$ cat src/hw/rtl/updec_pkg.sv
// Package of the URI percent-decoder: types, character constants and the hex digit helper.
package updec_pkg;

    localparam logic [7:0] C_PERCENT = 8'h25;
    localparam logic [7:0] C_PLUS    = 8'h2B;
    localparam logic [7:0] C_SPACE   = 8'h20;
    localparam logic [7:0] C_NUL     = 8'h00;
    localparam logic [7:0] C_DIG_0   = 8'h30;
    localparam logic [7:0] C_DIG_9   = 8'h39;
    localparam logic [7:0] C_UPPER_A = 8'h41;
    localparam logic [7:0] C_UPPER_F = 8'h46;
    localparam logic [7:0] C_LOWER_A = 8'h61;
    localparam logic [7:0] C_LOWER_F = 8'h66;

    // Most result bytes a single input byte can cause.
    localparam int unsigned MAX_RES = 3;

    typedef enum logic [1:0] {
        PH_IDLE  = 2'd0,
        PH_PCT   = 2'd1,
        PH_DIGIT = 2'd2,
        PH_DROP  = 2'd3
    } t_phase;

    typedef struct packed {
        logic       ok;
        logic [3:0] val;
    } t_hex;

    // Result bytes of one input byte; entry 0 leaves first.
    typedef struct packed {
        logic [1:0]                 count;
        logic [MAX_RES-1:0][7:0]    bytes;
        logic [MAX_RES-1:0]         lasts;
    } t_dec_result;

    function automatic t_hex hex_value(input logic [7:0] c);
        t_hex h;
        h.ok  = 1'b0;
        h.val = c[3:0];
        if (c >= C_DIG_0 && c <= C_DIG_9) begin
            h.ok = 1'b1;
        end else if ((c >= C_UPPER_A && c <= C_UPPER_F)
                     || (c >= C_LOWER_A && c <= C_LOWER_F)) begin
            h.ok  = 1'b1;
            h.val = c[3:0] + 4'd9;
        end
        return h;
    endfunction

endpackage

$ cat src/hw/rtl/updec_decode.sv
// Escape decoder: phase and held digit registers and the per-byte result logic.
module updec_decode (
    input  logic                     i_clk,
    input  logic                     i_rst_n,
    input  logic                     i_fire,
    input  logic [7:0]               i_byte,
    input  logic                     i_last,
    output updec_pkg::t_dec_result   o_res
);

    updec_pkg::t_phase r_phase, n_phase;
    logic [7:0]        r_held, n_held;
    updec_pkg::t_hex   w_hex, w_held_hex;

    always_comb begin
        w_hex      = updec_pkg::hex_value(i_byte);
        w_held_hex = updec_pkg::hex_value(r_held);
        o_res      = '0;
        n_phase    = r_phase;
        n_held     = r_held;
        unique case (r_phase)
            updec_pkg::PH_IDLE: begin
                if (i_byte == updec_pkg::C_PERCENT && !i_last) begin
                    n_phase = updec_pkg::PH_PCT;
                end else begin
                    o_res.count    = 2'd1;
                    o_res.bytes[0] = (i_byte == updec_pkg::C_PLUS) ? updec_pkg::C_SPACE
                                                                   : i_byte;
                    o_res.lasts[0] = i_last;
                end
            end
            updec_pkg::PH_PCT: begin
                if (w_hex.ok && !i_last) begin
                    n_held  = i_byte;
                    n_phase = updec_pkg::PH_DIGIT;
                end else if (i_byte == updec_pkg::C_NUL) begin
                    o_res.count    = 2'd1;
                    o_res.bytes[0] = updec_pkg::C_PERCENT;
                    o_res.lasts[0] = 1'b1;
                    n_phase = i_last ? updec_pkg::PH_IDLE : updec_pkg::PH_DROP;
                end else begin
                    o_res.count    = 2'd2;
                    o_res.bytes[0] = updec_pkg::C_PERCENT;
                    o_res.bytes[1] = i_byte;
                    o_res.lasts[1] = i_last;
                    n_phase = updec_pkg::PH_IDLE;
                end
            end
            updec_pkg::PH_DIGIT: begin
                if (w_hex.ok) begin
                    o_res.count    = 2'd1;
                    o_res.bytes[0] = {w_held_hex.val, w_hex.val};
                    o_res.lasts[0] = i_last;
                    n_phase = updec_pkg::PH_IDLE;
                end else if (i_byte == updec_pkg::C_NUL) begin
                    o_res.count    = 2'd2;
                    o_res.bytes[0] = updec_pkg::C_PERCENT;
                    o_res.bytes[1] = r_held;
                    o_res.lasts[1] = 1'b1;
                    n_phase = i_last ? updec_pkg::PH_IDLE : updec_pkg::PH_DROP;
                end else begin
                    o_res.count    = 2'd3;
                    o_res.bytes[0] = updec_pkg::C_PERCENT;
                    o_res.bytes[1] = r_held;
                    o_res.bytes[2] = i_byte;
                    o_res.lasts[2] = i_last;
                    n_phase = updec_pkg::PH_IDLE;
                end
            end
            updec_pkg::PH_DROP: begin
                if (i_last) begin
                    n_phase = updec_pkg::PH_IDLE;
                end
            end
            default: begin
                n_phase = updec_pkg::PH_IDLE;
            end
        endcase
    end

    always_ff @(posedge i_clk) begin
        if (!i_rst_n) begin
            r_phase <= updec_pkg::PH_IDLE;
        end else if (i_fire) begin
            r_phase <= n_phase;
        end
    end

    always_ff @(posedge i_clk) begin
        if (i_fire) begin
            r_held <= n_held;
        end
    end

endmodule

$ cat src/hw/rtl/updec_outbuf.sv
// Result register: holds up to three result bytes and hands them out one per cycle while i_ready is high.
module updec_outbuf (
    input  logic                     i_clk,
    input  logic                     i_rst_n,
    input  logic                     i_load,
    input  updec_pkg::t_dec_result   i_res,
    output logic                     o_can_load,
    output logic                     o_valid,
    input  logic                     i_ready,
    output logic [7:0]               o_byte,
    output logic                     o_last
);

    logic [1:0]                               r_cnt, n_cnt;
    logic [updec_pkg::MAX_RES-1:0][7:0]       r_data, n_data;
    logic [updec_pkg::MAX_RES-1:0]            r_lastb, n_lastb;
    logic                                     w_drain;

    assign o_valid    = (r_cnt != 2'd0);
    assign o_byte     = r_data[0];
    assign o_last     = r_lastb[0];
    assign w_drain    = o_valid && i_ready;
    // Load a new set only when the buffer will be empty after this cycle; the buffer does not enforce it.
    assign o_can_load = (r_cnt == 2'd0) || (r_cnt == 2'd1 && i_ready);

    always_comb begin
        n_cnt   = r_cnt;
        n_data  = r_data;
        n_lastb = r_lastb;
        if (i_load) begin
            n_cnt   = i_res.count;
            n_data  = i_res.bytes;
            n_lastb = i_res.lasts;
        end else if (w_drain) begin
            n_cnt   = r_cnt - 2'd1;
            n_data  = {8'h00, r_data[updec_pkg::MAX_RES-1:1]};
            n_lastb = {1'b0, r_lastb[updec_pkg::MAX_RES-1:1]};
        end
    end

    always_ff @(posedge i_clk) begin
        if (!i_rst_n) begin
            r_cnt <= 2'd0;
        end else begin
            r_cnt <= n_cnt;
        end
    end

    always_ff @(posedge i_clk) begin
        r_data  <= n_data;
        r_lastb <= n_lastb;
    end

endmodule

$ cat src/hw/rtl/uri_percent_decoder.sv
// Top level of the streaming URI percent-decoder.
//
// The block takes one raw byte of an encoded string per item on the input
// channel (i_in_valid / o_in_ready, with i_in_byte and i_in_last) and gives
// decoded bytes on the output channel (o_out_valid / i_out_ready, with
// o_out_byte and o_out_last). A '+' becomes a space, a well-formed escape
// becomes its byte, and a broken escape is passed on literally; a NUL that
// breaks one ends the output string, and input up to i_in_last is dropped.
// An accepted item lands in the input register; when the result register can
// take it, it is decoded and its zero to three result bytes are loaded there.
// Items that give one result each flow at one item per cycle while the
// receiver is ready. An item that gives two or three results holds the
// result register until all are taken, and the input register then holds
// the next item meanwhile. When the receiver stalls, the result register
// keeps its byte steady and the input register takes at most one further
// item before o_in_ready falls. Reset clears the escape phase and empties
// the input and result registers: no result is shown and the next byte is
// treated as outside an escape.
module uri_percent_decoder (
    input  logic       i_clk,
    input  logic       i_rst_n,
    input  logic       i_in_valid,
    output logic       o_in_ready,
    input  logic [7:0] i_in_byte,
    input  logic       i_in_last,
    output logic       o_out_valid,
    input  logic       i_out_ready,
    output logic [7:0] o_out_byte,
    output logic       o_out_last
);

    logic                    r_in_v;
    logic [7:0]              r_in_byte;
    logic                    r_in_last;
    logic                    w_can_load;
    logic                    w_move;
    logic                    w_accept;
    updec_pkg::t_dec_result  w_res;

    // The held item moves on when the result register will be free.
    assign w_move     = r_in_v && w_can_load;
    assign o_in_ready = !r_in_v || w_move;
    assign w_accept   = i_in_valid && o_in_ready;

    always_ff @(posedge i_clk) begin
        if (!i_rst_n) begin
            r_in_v <= 1'b0;
        end else if (w_accept) begin
            r_in_v <= 1'b1;
        end else if (w_move) begin
            r_in_v <= 1'b0;
        end
    end

    always_ff @(posedge i_clk) begin
        if (w_accept) begin
            r_in_byte <= i_in_byte;
            r_in_last <= i_in_last;
        end
    end

    updec_decode u_decode (
        .i_clk   (i_clk),
        .i_rst_n (i_rst_n),
        .i_fire  (w_move),
        .i_byte  (r_in_byte),
        .i_last  (r_in_last),
        .o_res   (w_res)
    );

    updec_outbuf u_outbuf (
        .i_clk      (i_clk),
        .i_rst_n    (i_rst_n),
        .i_load     (w_move),
        .i_res      (w_res),
        .o_can_load (w_can_load),
        .o_valid    (o_out_valid),
        .i_ready    (i_out_ready),
        .o_byte     (o_out_byte),
        .o_last     (o_out_last)
    );

endmodule

$ cat config.mk
export PLATFORM = sky130hd
export DESIGN_NAME = uri_percent_decoder
export DESIGN_NICKNAME = d
export VERILOG_FILES = /design/src/hw/rtl/updec_pkg.sv /design/src/hw/rtl/updec_decode.sv /design/src/hw/rtl/updec_outbuf.sv /design/src/hw/rtl/uri_percent_decoder.sv
export SDC_FILE = /design/constraint.sdc
export NUM_CORES = 1
export LEC_CHECK = 0
export BUFFER_PORTS_ARGS = -buffer_cell sky130_fd_sc_hd__buf_2
export CAP_MARGIN = 20
export CORE_MARGIN = 5
export CORE_UTILIZATION = 50
export CTS_BUF_LIST = sky130_fd_sc_hd__clkbuf_4
export CTS_CLUSTER_SIZE = 14
export DETAILED_ROUTE_END_ITERATION = 8
export PLACE_DENSITY = 0.69
export SLEW_MARGIN = 20
export SYNTH_ARGS = -nofsm -noshare
export SYNTH_HDL_FRONTEND = slang
export SYNTH_SLANG_ARGS = --single-unit
export TNS_END_PERCENT = 10
$ cat constraint.sdc
create_clock -name i_clk -period 2.89 [get_ports i_clk]
set_clock_uncertainty 0.2 [all_clocks]
set_input_delay 0.4335 -clock i_clk [delete_from_list [all_inputs] [get_ports i_clk]]
set_output_delay 0.4335 -clock i_clk [all_outputs]
set_load 0.05 [all_outputs]
# --- Yosys cells after proc, flatten, opt, wreduce, memory -nomap -nowiden ---
# Index checks and enable logic that the tools add are counted.
totals:
  reg_bits: 49
  inputBits: 13
  out_inout_bits: 11
classes:
  add_sub_neg: 3
  n_lt_le_gt_ge: 12
  n_eq_ne: 8
  muxes: 44
  n_reduce_logical: 26
ops:
  columns: ["operator", "n"]
  rows:
  - ["24-bit 2-to-1 mux", 2]
  - ["8-bit 2-to-1 mux", 5]
  - ["8-bit by 7-bit greater-or-equal comparator with 1-bit output, second input constant", 4]
  - ["8-bit by 7-bit <= comparator with 1-bit output, second input constant", 4]
  - ["16-bit 2-to-1 mux", 2]
  - ["2-bit 2-to-1 mux", 13]
  - ["8-bit case mux with 3 select lines", 1]
  - ["8-bit by 6-bit == test with 1-bit output, second input constant", 2]
  - ["8-bit by 6-bit greater-or-equal comparator with 1-bit output, second input constant", 2]
  - ["8-bit by 6-bit <= comparator with 1-bit output, second input constant", 2]
  - ["8-bit case mux with 2 select lines", 1]
  - ["1-bit logical AND", 12]
  - ["4-bit 2-to-1 mux", 3]
  - ["1-bit 2-to-1 mux", 10]
  - ["4-bit adder, second input constant", 2]
  - ["8-bit zero test", 1]
  - ["2-bit case mux with 4 select lines", 1]
  - ["3-bit 2-to-1 mux", 2]
  - ["2-bit case mux with 3 select lines", 1]
  - ["3-bit AND reduction", 2]
  - ["2-bit nonzero test", 3]
  - ["5-bit 2-to-1 mux", 1]
  - ["2-bit by 1-bit == test with 1-bit output, second input constant", 2]
  - ["2-bit == test, second input constant", 2]
  - ["other kinds (8)", 13]

# --- Logic depth before layout (Yosys ltp) ---
# Gate-level depths: netlist (run 1).
depth:
  ltp_word: 9
  mapped_depth: 10
  mapped_depth_nobuf: 7

# --- By module ---
# A second synthesis (run 1) with hierarchy kept.
hier_totals:
  cells_unflattened: 250
  hier_area_um2: 2854.0
by_module_without_submodules:
  columns: ["module", "n_inst", "cells_each", "area_each_um2"]
  rows:
  - ["updec_outbuf", 1, 84, 1301.2]
  - ["updec_decode", 1, 151, 1217.4]
  - ["uri_percent_decoder", 1, 15, 335.3]

# --- Least setup slack after synthesis (run 1) ---
# OpenSTA, ideal clock, no wires.
synth_path:
  path_kind: "reg-to-reg"
  startpoint: "register r_in_byte[0]"
  endpoint: "register u_outbuf.r_lastb[1] in the netlist's numbering, data pin"
  setup_time_ns: 0.195
  arrival_ns: 1.940
  t_required_ns: 2.495
  slack_ns: 0.555
  path_stages_with_launch: 10
  path_cell_list: "edfxtp_1 -> inv_1 -> ha_1 -> or3b_4 -> nand4_4 -> and3_1 -> buf_6 -> clkbuf_1 -> nand3_1 -> o311ai_0"
synth_via:
  elab_chain_cells: 9
  word_cells_on_any_way: 20
  classes_between: "6 x order compare; 8 x mux; 6 x reduce/logical"
synth_lines:
  columns: ["item", "line", "rtl"]
  rows:
  - ["from (decl)", "uri_percent_decoder.sv:33", "logic [7:0] r_in_byte;"]
  - ["from (signal assigned)", "uri_percent_decoder.sv:57", "r_in_byte <= i_in_byte;"]
  - ["8-bit by 7-bit greater-or-equal comparator with 1-bit output, or another cell as far along", "updec_pkg.sv:43", "end else if ((c >= C_UPPER_A && c <= C_UPPER_F)"]
  - ["1-bit logical AND (on tied branches)", "updec_pkg.sv:43, updec_pkg.sv:44", null]
  - ["1-bit logical OR", "updec_pkg.sv:44", "|| (c >= C_LOWER_A && c <= C_LOWER_F)) begin"]
  - ["5-bit 2-to-1 mux", "updec_pkg.sv:43", null]
  - ["1-bit 2-to-1 mux", "updec_pkg.sv:41", "if (c >= C_DIG_0 && c <= C_DIG_9) begin"]
  - ["1-bit logical AND", "updec_decode.sv:33", "if (w_hex.ok && !i_last) begin"]
  - ["2-bit 2-to-1 mux", "updec_decode.sv:33", null]
  - ["1-bit case mux with 2 select lines *", "updec_decode.sv:21", "unique case (r_phase)"]
  - ["3-bit 2-to-1 mux *", "updec_outbuf.sv:30", "if (i_load) begin"]
  - ["net u_outbuf.n_lastb, one bit", "updec_outbuf.sv:16", "logic [updec_pkg::MAX_RES-1:0] r_lastb, n_lastb;"]
  - ["to (signal assigned)", "updec_outbuf.sv:51", "r_lastb <= n_lastb;"]
  - ["to (decl)", "updec_outbuf.sv:16", null]
# The timed path passes the listed nets; every way through them passes the cells marked *.
# A chain may end at the register's enable or synchronous reset.

==> results by group, run 1 <==
CTS
  • Bufs on Longest Clock Path: 2
  • Hold-fix buffers at CTS: 0
  • Worst skew pair latency: 0.36 ns
  • Root buffer cell: clkbuf_4
  • CTS clock-pin slew for the worst setup and hold paths: 0.13 ns
  • CTS buffer count: 5
  • H-tree depth: 2
  • CTS Sinks: 49
  • Post-CTS Setup Inserts: 0
  • Gates resized, CTS repair: 0
  • CTS tree: yes

Logic synthesis
  • Top post-synthesis cells by area: edfxtp_1 (48%), ha_1 (6.4%), dfxtp_1 (3.7%)
  • Mux share of post-synthesis cell area: 0.367%
  • Synth top cells by count: edfxtp_1 (44), ha_1 (14), inv_1 (14)
  • Most common cell in the netlist: edfxtp_1
  • Post-synthesis cell type count: 60
  • Post-synthesis sequential area ratio: around 52%
  • Synth Area in XOR/XNOR: less than 1%
  • Post-synthesis compound-gate area fraction: 16.8%
  • Avg Inst Size Synth: about 11 um^2
  • Syn Inst Count: 239
  • EDFF count, synth: 44
  • Simple-gate portion of the synthesized area: 17.4%
  • FF+latch count, synth: 49
  • Yosys top cell by area: edfxtp_1
  • Main combinational cell family by area after synthesis: simple AND/OR/NAND/NOR gates
  • Post-Synth Adder-Cell Area: approximately 6.4%
  • Post-synth top flop: edfxtp_1
  • Post-synth ARST share: 0%
  • Synth warnings: 0
  • Top-area cell type share of the netlist area: ~48%
  • Synth Cell Area: 2730 um^2
  • Syn_nets: around 270

STA
  • Period utilization: 92.3%
  • TNS Setup: 0 ns
  • Hold slack: 0.0392 ns
  • Peak Freq: 375 MHz
  • Setup WS post-layout: 0.223 ns
  • Max-slew headroom: 47.3%
  • Final min period: 2.67 ns
  • RSZ-0062 raised after global routing: no
  • Final Max Tran Viols: 0
  • Fin. Hold Viols: 0
  • Worst-Margin Slew: 0.787 ns
  • Setup-failing EPs final: 0

Global routing
  • Vias in the first global route: approximately 1,900
  • Largest net degree at the start of global routing: 31
  • Initial antenna violation count: 0
  • GRT Total Usage: between 15 and 20%
  • First-pass GRT wire length: 9800 um
  • Total gr overflow: 0

Critical path
  • R2R depth: 7
  • CP required: 2.81 ns
  • Data arrival, critical path: 2.59 ns
  • Nature of the critical path endpoint: flip-flop
  • Reg-to-Reg End: u_outbuf.r_data[10]
  • Setup CP Type: reg2reg
  • FF-to-FF Start: r_in_byte[0]
  • Worst R2R Setup Slack: 0.22 ns
  • CP startpoint kind: flip-flop
  • CP Max Fanout: 18

Floorplanning
  • Initial Util: 50.5%
  • Die X-Extent: 83.9 um
  • Full die area: 7040 um^2
  • Row cnt: 27
  • Core Area: 5410 um^2
  • Die Span Y: 83.9 um
  • IO Pins: 24

Pwr
  • Net Sw Frac: 34.6%
  • Worst VDD drop: 0.345 mV
  • Clk pwr share: 17.3%
  • Reg power frac: approximately 54%
  • Power density over cell area: 629 nW/um^2
  • NetSw: roughly 640 uW
  • Leakage: 0.00113 uW
  • Internal power: roughly 1200 uW
  • Combinational Power Share: 29.0%

Place
  • IO buf count: 23
  • Hpwl dp: 4180 um
  • Placed inst area: ~2900 um^2
  • Routability congestion estimate: 1.01
  • Setup Slack @ Placement: 0.277 ns

Route
  • Via count: 1,969
  • Vias per inst: 5.91
  • Wire per inst: 17.7 um
  • Initial detailed-routing violation count: 326
  • Drc violations: 0
  • Antenna viol nets, final: 0
  • DRT Pass-1 Iters: 5
  • Routed WL: 5880 um

Status
  • Status: finished clean

Hold path
  • Hold Startpoint: i_in_byte[5]
  • Hold WC Path Type: in2reg
  • Hold endpoint: r_in_byte[5]
  • Hold Path Depth: 1

Final layout
  • Final instance area: 2940 um^2
  • Layout area overhead: 7.70%
  • FF+latch area: 1420 um^2
  • Antenna diodes: 0
  • Fillers: 493
  • Share of cells above drive strength 1: 18.8%
  • Nets@finish: 287
  • Multi-input logic area: 1130 um^2

Flow run
  • Max_cap viols: 0
==> cell usage in the layout (no fill, tap or decap), drive strengths merged, types with 3 or more instances in the layout <==
master  count
edfxtp     44
nor3        3
nand3      11
nor2b       5
and3       12
buf        32
inv        15
a21oi      14
ha         14
o31ai       3
a31oi       6
nand2b      4
nand2      13
dfxtp       5
o22ai       3
nor2        7
a221o       7
clkbuf      6
o21ai       7
and2        9
==> layout make-up <==
cell class	instances	share of cell area, %
Sequential cell	49	48.3
Multi-Input combinational cell	158	38.6
Timing Repair Buffer	32	6.21
Tap cell	72	3.06
Inverter	14	1.79
Clock buffer	6	1.53
Clock inverter	2	0.468
==> layer usage <==
metal,global-route usage [%],routed length (um),vias to the layer above
li1,-,-,943
met1,24.2,2550,905
met2,27.3,2710,103
met3,4.24,524,18
met4,4.68,102,0
met5,0,0,-
==> power groups by stage <==
| stage | combinational, uW | clock, uW | sequential, uW |
|---|---|---|---|
| 6_report | 537 | 320 | 992 |
| 2_1_floorplan | 438 | 0 | 1010 |
| 3_3_place_gp | 534 | 0 | 1010 |
| 3_5_place_dp | 535 | 0 | 1010 |
| 5_1_grt | 581 | 364 | 1010 |
| 4_1_cts | 536 | 332 | 992 |
==> how the worst max path moves through the flow <==
stage	start	to	cells after the start
5_1_grt	r_in_byte[0]	u_outbuf.r_lastb[1]	7
6_report	r_in_byte[0]	u_outbuf.r_data[10]	7
4_1_cts	r_in_byte[0]	u_outbuf.r_data[11]	7
3_5_place_dp	r_in_byte[0]	u_outbuf.r_data[11]	7
3_3_place_gp	r_in_byte[0]	u_outbuf.r_data[15]	7
2_1_floorplan	r_in_byte[0]	u_outbuf.r_lastb[1]	9
==> flip-flops by register name, summed over array words and instances (netlist names) <==
register	flops
u_outbuf.r_lastb	3
r_in_byte	8
u_outbuf.r_cnt	2
u_outbuf.o_byte	8
u_decode.r_phase	2
u_outbuf.r_data	16
r_in_last	1
u_decode.r_held	8
r_in_v	1
==> worst max-delay path, stage by stage (launching register included) <==
cell and delay, ns:
edfxtp_1 0.53, inv_1 0.14, ha_1 0.24, or3b_4 0.25, nand4_4 0.14, and3_1 0.40
and3_1 0.27, a221o_1 0.25
==> metrics by stage <==
step,power [uW],utilization (%),instances
detailed placement,1540,53.3,325
floorplan,1450,-,239
finish,1850,54.4,333
CTS,1860,54.4,333
global route,1950,54.4,333
global placement,1540,53.3,325
==> logic make-up (layout without fill, tap and decap cells) <==
family	Yosys count	count (layout)
compound gates	62	62
simple gates	79	79
mux	1	1
xor+xnor	2	2
buf+inv	32	54
fa+ha+maj	14	14
flops	49	49
Note: power is estimated with default switching activity, not from simulation.
==> run 2: changes to the inputs <==
--- a/config.mk
+++ b/config.mk
@@ -7,7 +7,7 @@
 export LEC_CHECK = 0
 export BUFFER_PORTS_ARGS = -buffer_cell sky130_fd_sc_hd__buf_2
 export CAP_MARGIN = 20
-export CORE_MARGIN = 5
+export CORE_MARGIN = 8
 export CORE_UTILIZATION = 50
 export CTS_BUF_LIST = sky130_fd_sc_hd__clkbuf_4
 export CTS_CLUSTER_SIZE = 14
==> results by group, run 2 (synthesis results as in run 1) <==
Status
  • Status: finished clean

CTS
  • Bufs on Longest Clock Path: 2
  • Gates resized, CTS repair: 0
  • CTS tree: yes
  • CTS Sinks: 49
  • Root buffer cell: clkbuf_4
  • CTS clock-pin slew for the worst setup and hold paths: 0.14 ns
  • Worst skew pair latency: 0.36 ns
  • H-tree depth: 2
  • CTS buffer count: 5

Final layout
  • Biggest register: u_outbuf.r_data
  • Commonest non-fill, non-tap cell in the layout: edfxtp_1
  • Multi-input logic area: 1130 um^2
  • Share of cells above drive strength 1: 18.6%
  • Layout area overhead: 8.43%
  • Commonest non-fill, non-tap cells in the layout: edfxtp_1 (44), buf_2 (23), inv_1 (14), ha_1 (14)
  • Util after Layout: 54.8%
  • Fillers: 476
  • Antenna diodes: 0
  • Max reg flops: 16
  • Final instance area: 2960 um^2
  • FF+latch area: around 1400 um^2
  • Final Non-Filler Cells: 335
  • Nets@finish: 289

Global routing
  • Total gr overflow: 0
  • Largest net degree at the start of global routing: 22
  • First-pass GRT wire length: 10,200 um
  • Vias in the first global route: around 2,000
  • Initial antenna violation count: 0
  • GRT Total Usage: 15.6%

Route
  • Drc violations: 0
  • Initial detailed-routing violation count: 212
  • Via count: 2,000
  • DRT Pass-1 Iters: 4
  • Wire per inst: 18.8 um
  • Antenna viol nets, final: 0
  • Routed WL: 6290 um
  • Vias per inst: 5.97

Critical path
  • Cell family with most CP delay: simple AND/OR/NAND/NOR gates
  • CP cell instances: inv_1 -> ha_1 -> or3b_4 -> nand4_4 -> and3_1 -> buf_4 -> and3_1 -> a221o_1
  • Nature of the critical path endpoint: flip-flop
  • Setup CP Type: reg2reg
  • Slowest stage delay, CP: 0.53 ns
  • Top cell by count, worst path: and3_1
  • CP Max Fanout: 18
  • Worst path slowest cell: edfxtp_1
  • CP startpoint kind: flip-flop
  • WP buf/inv: 2
  • CP required: ~2.8 ns
  • Data arrival, critical path: 2.52 ns

STA
  • Hold slack: 0.0311 ns
  • Peak Freq: roughly 390 MHz
  • Fin. Hold Viols: 0
  • Period utilization: 89.8%
  • RSZ-0062 raised after global routing: no
  • TNS Setup: 0 ns
  • Setup-failing EPs final: 0
  • Final min period: 2.60 ns
  • Final Max Tran Viols: 0
  • Max-slew headroom: 49.4%
  • Worst-Margin Slew: 0.756 ns

Place
  • IO buf count: 23
  • Hpwl dp: 4570 um
  • Placed inst area: around 2900 um^2
  • Routability congestion estimate: 0.941
  • Placed cell count: between 300 and 400

Floorplanning
  • Initial Util: between 50% and 60%
  • Core Area: 5410 um^2
  • Row cnt: 27
  • Die Span Y: 89.9 um
  • Die X-Extent: 89.9 um
  • Full die area: 8080 um^2
  • IO Pins: 24

Hold path
  • Hold WC Path Type: in2reg

Pwr
  • Worst VDD drop: about 0.33 mV
  • Leakage: 0.00114 uW
  • Power density over cell area: 635 nW/um^2

Flow run
  • Max_cap viols: 0
==> run 2: area by class of cell <==
type	instances	area share, %
Clock buffer	6	1.52
Clock inverter	2	0.465
Inverter	14	1.78
Multi-Input combinational cell	158	38.3
Sequential cell	49	48.0
Tap cell	72	3.04
Timing Repair Buffer	34	6.85
==> run 2: worst register-to-register path: stages (launching register included) <==
cell and delay (ns):
edfxtp_1 0.53, inv_1 0.14, ha_1 0.24, or3b_4 0.25, nand4_4 0.14, and3_1 0.21
buf_4 0.19, and3_1 0.19, a221o_1 0.26
==> run 2: report_power, final <==
part	switching, uW	leakage (uW)	internal, uW
Clock	221	0.0000360	107
Combinational	389	0.000637	165
Sequential	55.3	0.000463	942
==> run 2: metal layers <==
layer,track usage (%),vias up,share of wire (%)
met3,4.74,12,7.7
li1,-,947,-
met4,6.38,0,2.1
met1,19.1,964,43
met2,24.8,77,47
met5,0,-,0
==> run 2: timing repair <==
item	4_1_cts	5_1_grt
setup buffers	0	0
hold buffers	0	2
endpoints found under the hold margin	0	2
==> run 2: final timing paths <==
check / slack, ns / start / endpoint / cells after the start
max: 0.29 / r_in_byte[0] / u_outbuf.r_data[11] / 8
min: 0.03 / i_in_byte[1] / r_in_byte[1] / 1
max reg2reg: 0.29 / r_in_byte[0] / u_outbuf.r_data[11] / 8
min reg2reg: 0.33 / u_decode.r_phase[1] / u_decode.r_phase[1] / 2
==> run 2: stage by stage <==
| stage | setup WS, ns | power [uW] |
|---|---|---|
| 2_1_floorplan | 0.555 | 1450 |
| 3_3_place_gp | 0.354 | 1550 |
| 3_5_place_dp | 0.338 | 1570 |
| 4_1_cts | 0.312 | 1890 |
| 5_1_grt | 0.199 | 1960 |
| 6_report | 0.295 | 1880 |
==> run 3: changes to the inputs <==
--- a/config.mk
+++ b/config.mk
@@ -12,7 +12,7 @@
 export CTS_BUF_LIST = sky130_fd_sc_hd__clkbuf_4
 export CTS_CLUSTER_SIZE = 14
 export DETAILED_ROUTE_END_ITERATION = 8
-export PLACE_DENSITY = 0.69
+export PLACE_DENSITY_LB_ADDON = 0.12
 export SLEW_MARGIN = 20
 export SYNTH_ARGS = -nofsm -noshare
 export SYNTH_HDL_FRONTEND = slang
==> results by group, run 3 (synthesis results as in run 1) <==
Critical path
  • Nature of the critical path endpoint: flip-flop
  • Slowest stage delay, CP: 0.51 ns
  • Crit path from: r_in_byte[0]
  • Worst R2R Setup Slack: 0.32 ns
  • Top cell by count, worst path: and3_1
  • Setup CP Type: reg2reg
  • R2R depth: 8
  • Reg-to-Reg End: u_outbuf.r_data[13]
  • Setup crit end: u_outbuf.r_data[13]
  • Cell family with most CP delay: simple AND/OR/NAND/NOR gates
  • CP Max Fanout: 18
  • CP cell instances: inv_1 -> ha_1 -> or3b_4 -> nand4_4 -> and3_1 -> buf_4 -> and3_1 -> a221o_1
  • Data arrival, critical path: 2.52 ns
  • WP depth: 8
  • WP buf/inv: 2
  • Worst path slowest cell: edfxtp_1
  • CP required: 2.83 ns
  • FF-to-FF Start: r_in_byte[0]
  • CP startpoint kind: flip-flop

Final layout
  • Layout area overhead: 10.1%
  • Share of cells above drive strength 1: 18.7%
  • Commonest non-fill, non-tap cell in the layout: edfxtp_1
  • Nets@finish: 293
  • Antenna diodes: 0
  • Commonest non-fill, non-tap cells in the layout: edfxtp_1 (44), buf_2 (23), inv_1 (14), ha_1 (14)
  • Biggest register: u_outbuf.r_data
  • Fillers: 476
  • Max reg flops: 16

CTS
  • CTS Sinks: 49
  • Worst skew pair latency: 0.38 ns
  • CTS clock-pin slew for the worst setup and hold paths: roughly 0.15 ns
  • Root buffer cell: clkbuf_4
  • CTS buffer count: 5
  • Bufs on Longest Clock Path: 2
  • Post-CTS Setup Inserts: 0
  • H-tree depth: 2
  • CTS tree: yes

STA
  • RSZ-0062 raised after global routing: no
  • TNS Setup: 0 ns
  • Max-slew headroom: 51.3%
  • Final Max Tran Viols: 0
  • Period utilization: 88.9%
  • Worst-Margin Slew: 0.727 ns
  • Hold slack: 0.0177 ns
  • Setup-failing EPs final: 0
  • Peak Freq: 389 MHz
  • Fin. Hold Viols: 0
  • Final min period: 2.57 ns

Route
  • Routed WL: 6070 um
  • Initial detailed-routing violation count: 216
  • Vias per inst: 5.78
  • Wire per inst: between 15 and 20 um
  • Drc violations: 0
  • Via count: 1,959
  • Antenna viol nets, final: 0
  • DRT Pass-1 Iters: 4

Place
  • Hpwl dp: 4270 um
  • IO buf count: 23
  • Routability congestion estimate: slightly below 0.9

Global routing
  • Vias in the first global route: ~1,900
  • First-pass GRT wire length: 9790 um
  • GRT Total Usage: between 10% and 20%
  • Initial antenna violation count: 0
  • Largest net degree at the start of global routing: 31
  • Total gr overflow: 0

Floorplanning
  • Row cnt: 27
  • Full die area: roughly 8000 um^2
  • IO Pins: 24
  • Die X-Extent: 89.9 um
  • Initial Util: 50.5%
  • Core Area: between 5000 and 6000 um^2
  • Die Span Y: 89.9 um

Pwr
  • Worst VDD drop: 0.416 mV
  • Leakage: 0.00116 uW
  • Power density over cell area: 630 nW/um^2

Hold path
  • Hold WC Path Type: in2reg

Status
  • Status: finished clean

Flow run
  • Max_cap viols: 0
## run 3: cell types whose count changed in the layout (fill, tap and decap cells not counted), sizes merged
cell | previous run | this run
clkbuf | 6 | 5
buf | 32 | 33
clkinv | 1 | 0
dlygate4sd3 | 2 | 5
inv | 15 | 17
## run 3: how the worst min path moves through the flow
| stage | start | endpoint | slack, ns | depth (start not counted) |
|---|---|---|---|---|
| finish | i_in_byte[5] | r_in_byte[5] | 0.02 | 1 |
| global route | i_in_byte[5] | r_in_byte[5] | 0.0002 | 1 |
| CTS | i_in_byte[3] | r_in_byte[3] | 0.006 | 1 |
| detailed placement | u_decode.r_phase[1] | u_decode.r_phase[1] | 0.31 | 2 |
| global placement | u_decode.r_phase[1] | u_decode.r_phase[1] | 0.31 | 2 |
| floorplan | r_in_byte[6] | u_decode.r_held[6] | 0.23 | 0 |
## run 3: metrics by stage
| step | total power, uW | cell area (um^2) | setup WS, ns | util, % | cells |
|---|---|---|---|---|---|
| after detailed placement | 1550 | 2890 | 0.354 | 53.4 | 326 |
| after CTS | 1900 | 2990 | 0.333 | 55.2 | 337 |
| after global placement | 1550 | 2890 | 0.415 | 53.4 | 326 |
| after global routing | 1990 | 3010 | 0.191 | 55.6 | 339 |
| final | 1890 | 3010 | 0.319 | 55.6 | 339 |
| after floorplan | 1450 | 2730 | 0.555 | - | 239 |
## run 3: final cells by class
cell class	count	area (um^2)	share of cell area, %
flip-flops and latches	49	1420	47.3
multi-input cells	158	1130	37.8
repair buffers	38	240	7.99
well taps	72	90.1	3.00
inverters	14	52.6	1.75
clock buffers	5	37.5	1.25
clock inverters	3	28.8	0.958
## run 3: repair_timing
action / 4_1_cts / 5_1_grt
hold buffers: 3 / 2
endpoints found under the hold margin: 3 / 2
gates resized for setup: 0 / 0
## run 3: where the power goes
group	total, uW	internal, uW	switching, uW
Combinational	543	165	378
Clock	353	108	245
Sequential	996	943	52.8
Total	1890	1220	676
## run 3: worst reg2reg max path, stage by stage (launching register included)
cell and delay, ns:
edfxtp_1 0.51, inv_1 0.14, ha_1 0.25, or3b_4 0.25, nand4_4 0.14, and3_1 0.20, buf_4 0.19, and3_1 0.20
a221o_1 0.26
## run 3: routing by layer
metal	GRT usage, %	vias to the layer above	part of all wire [%]
met5	0	-	0
li1	-	960	-
met2	23.3	72	46
met1	19.8	922	46
met4	4.58	0	0.87
met3	4.32	5	6.6
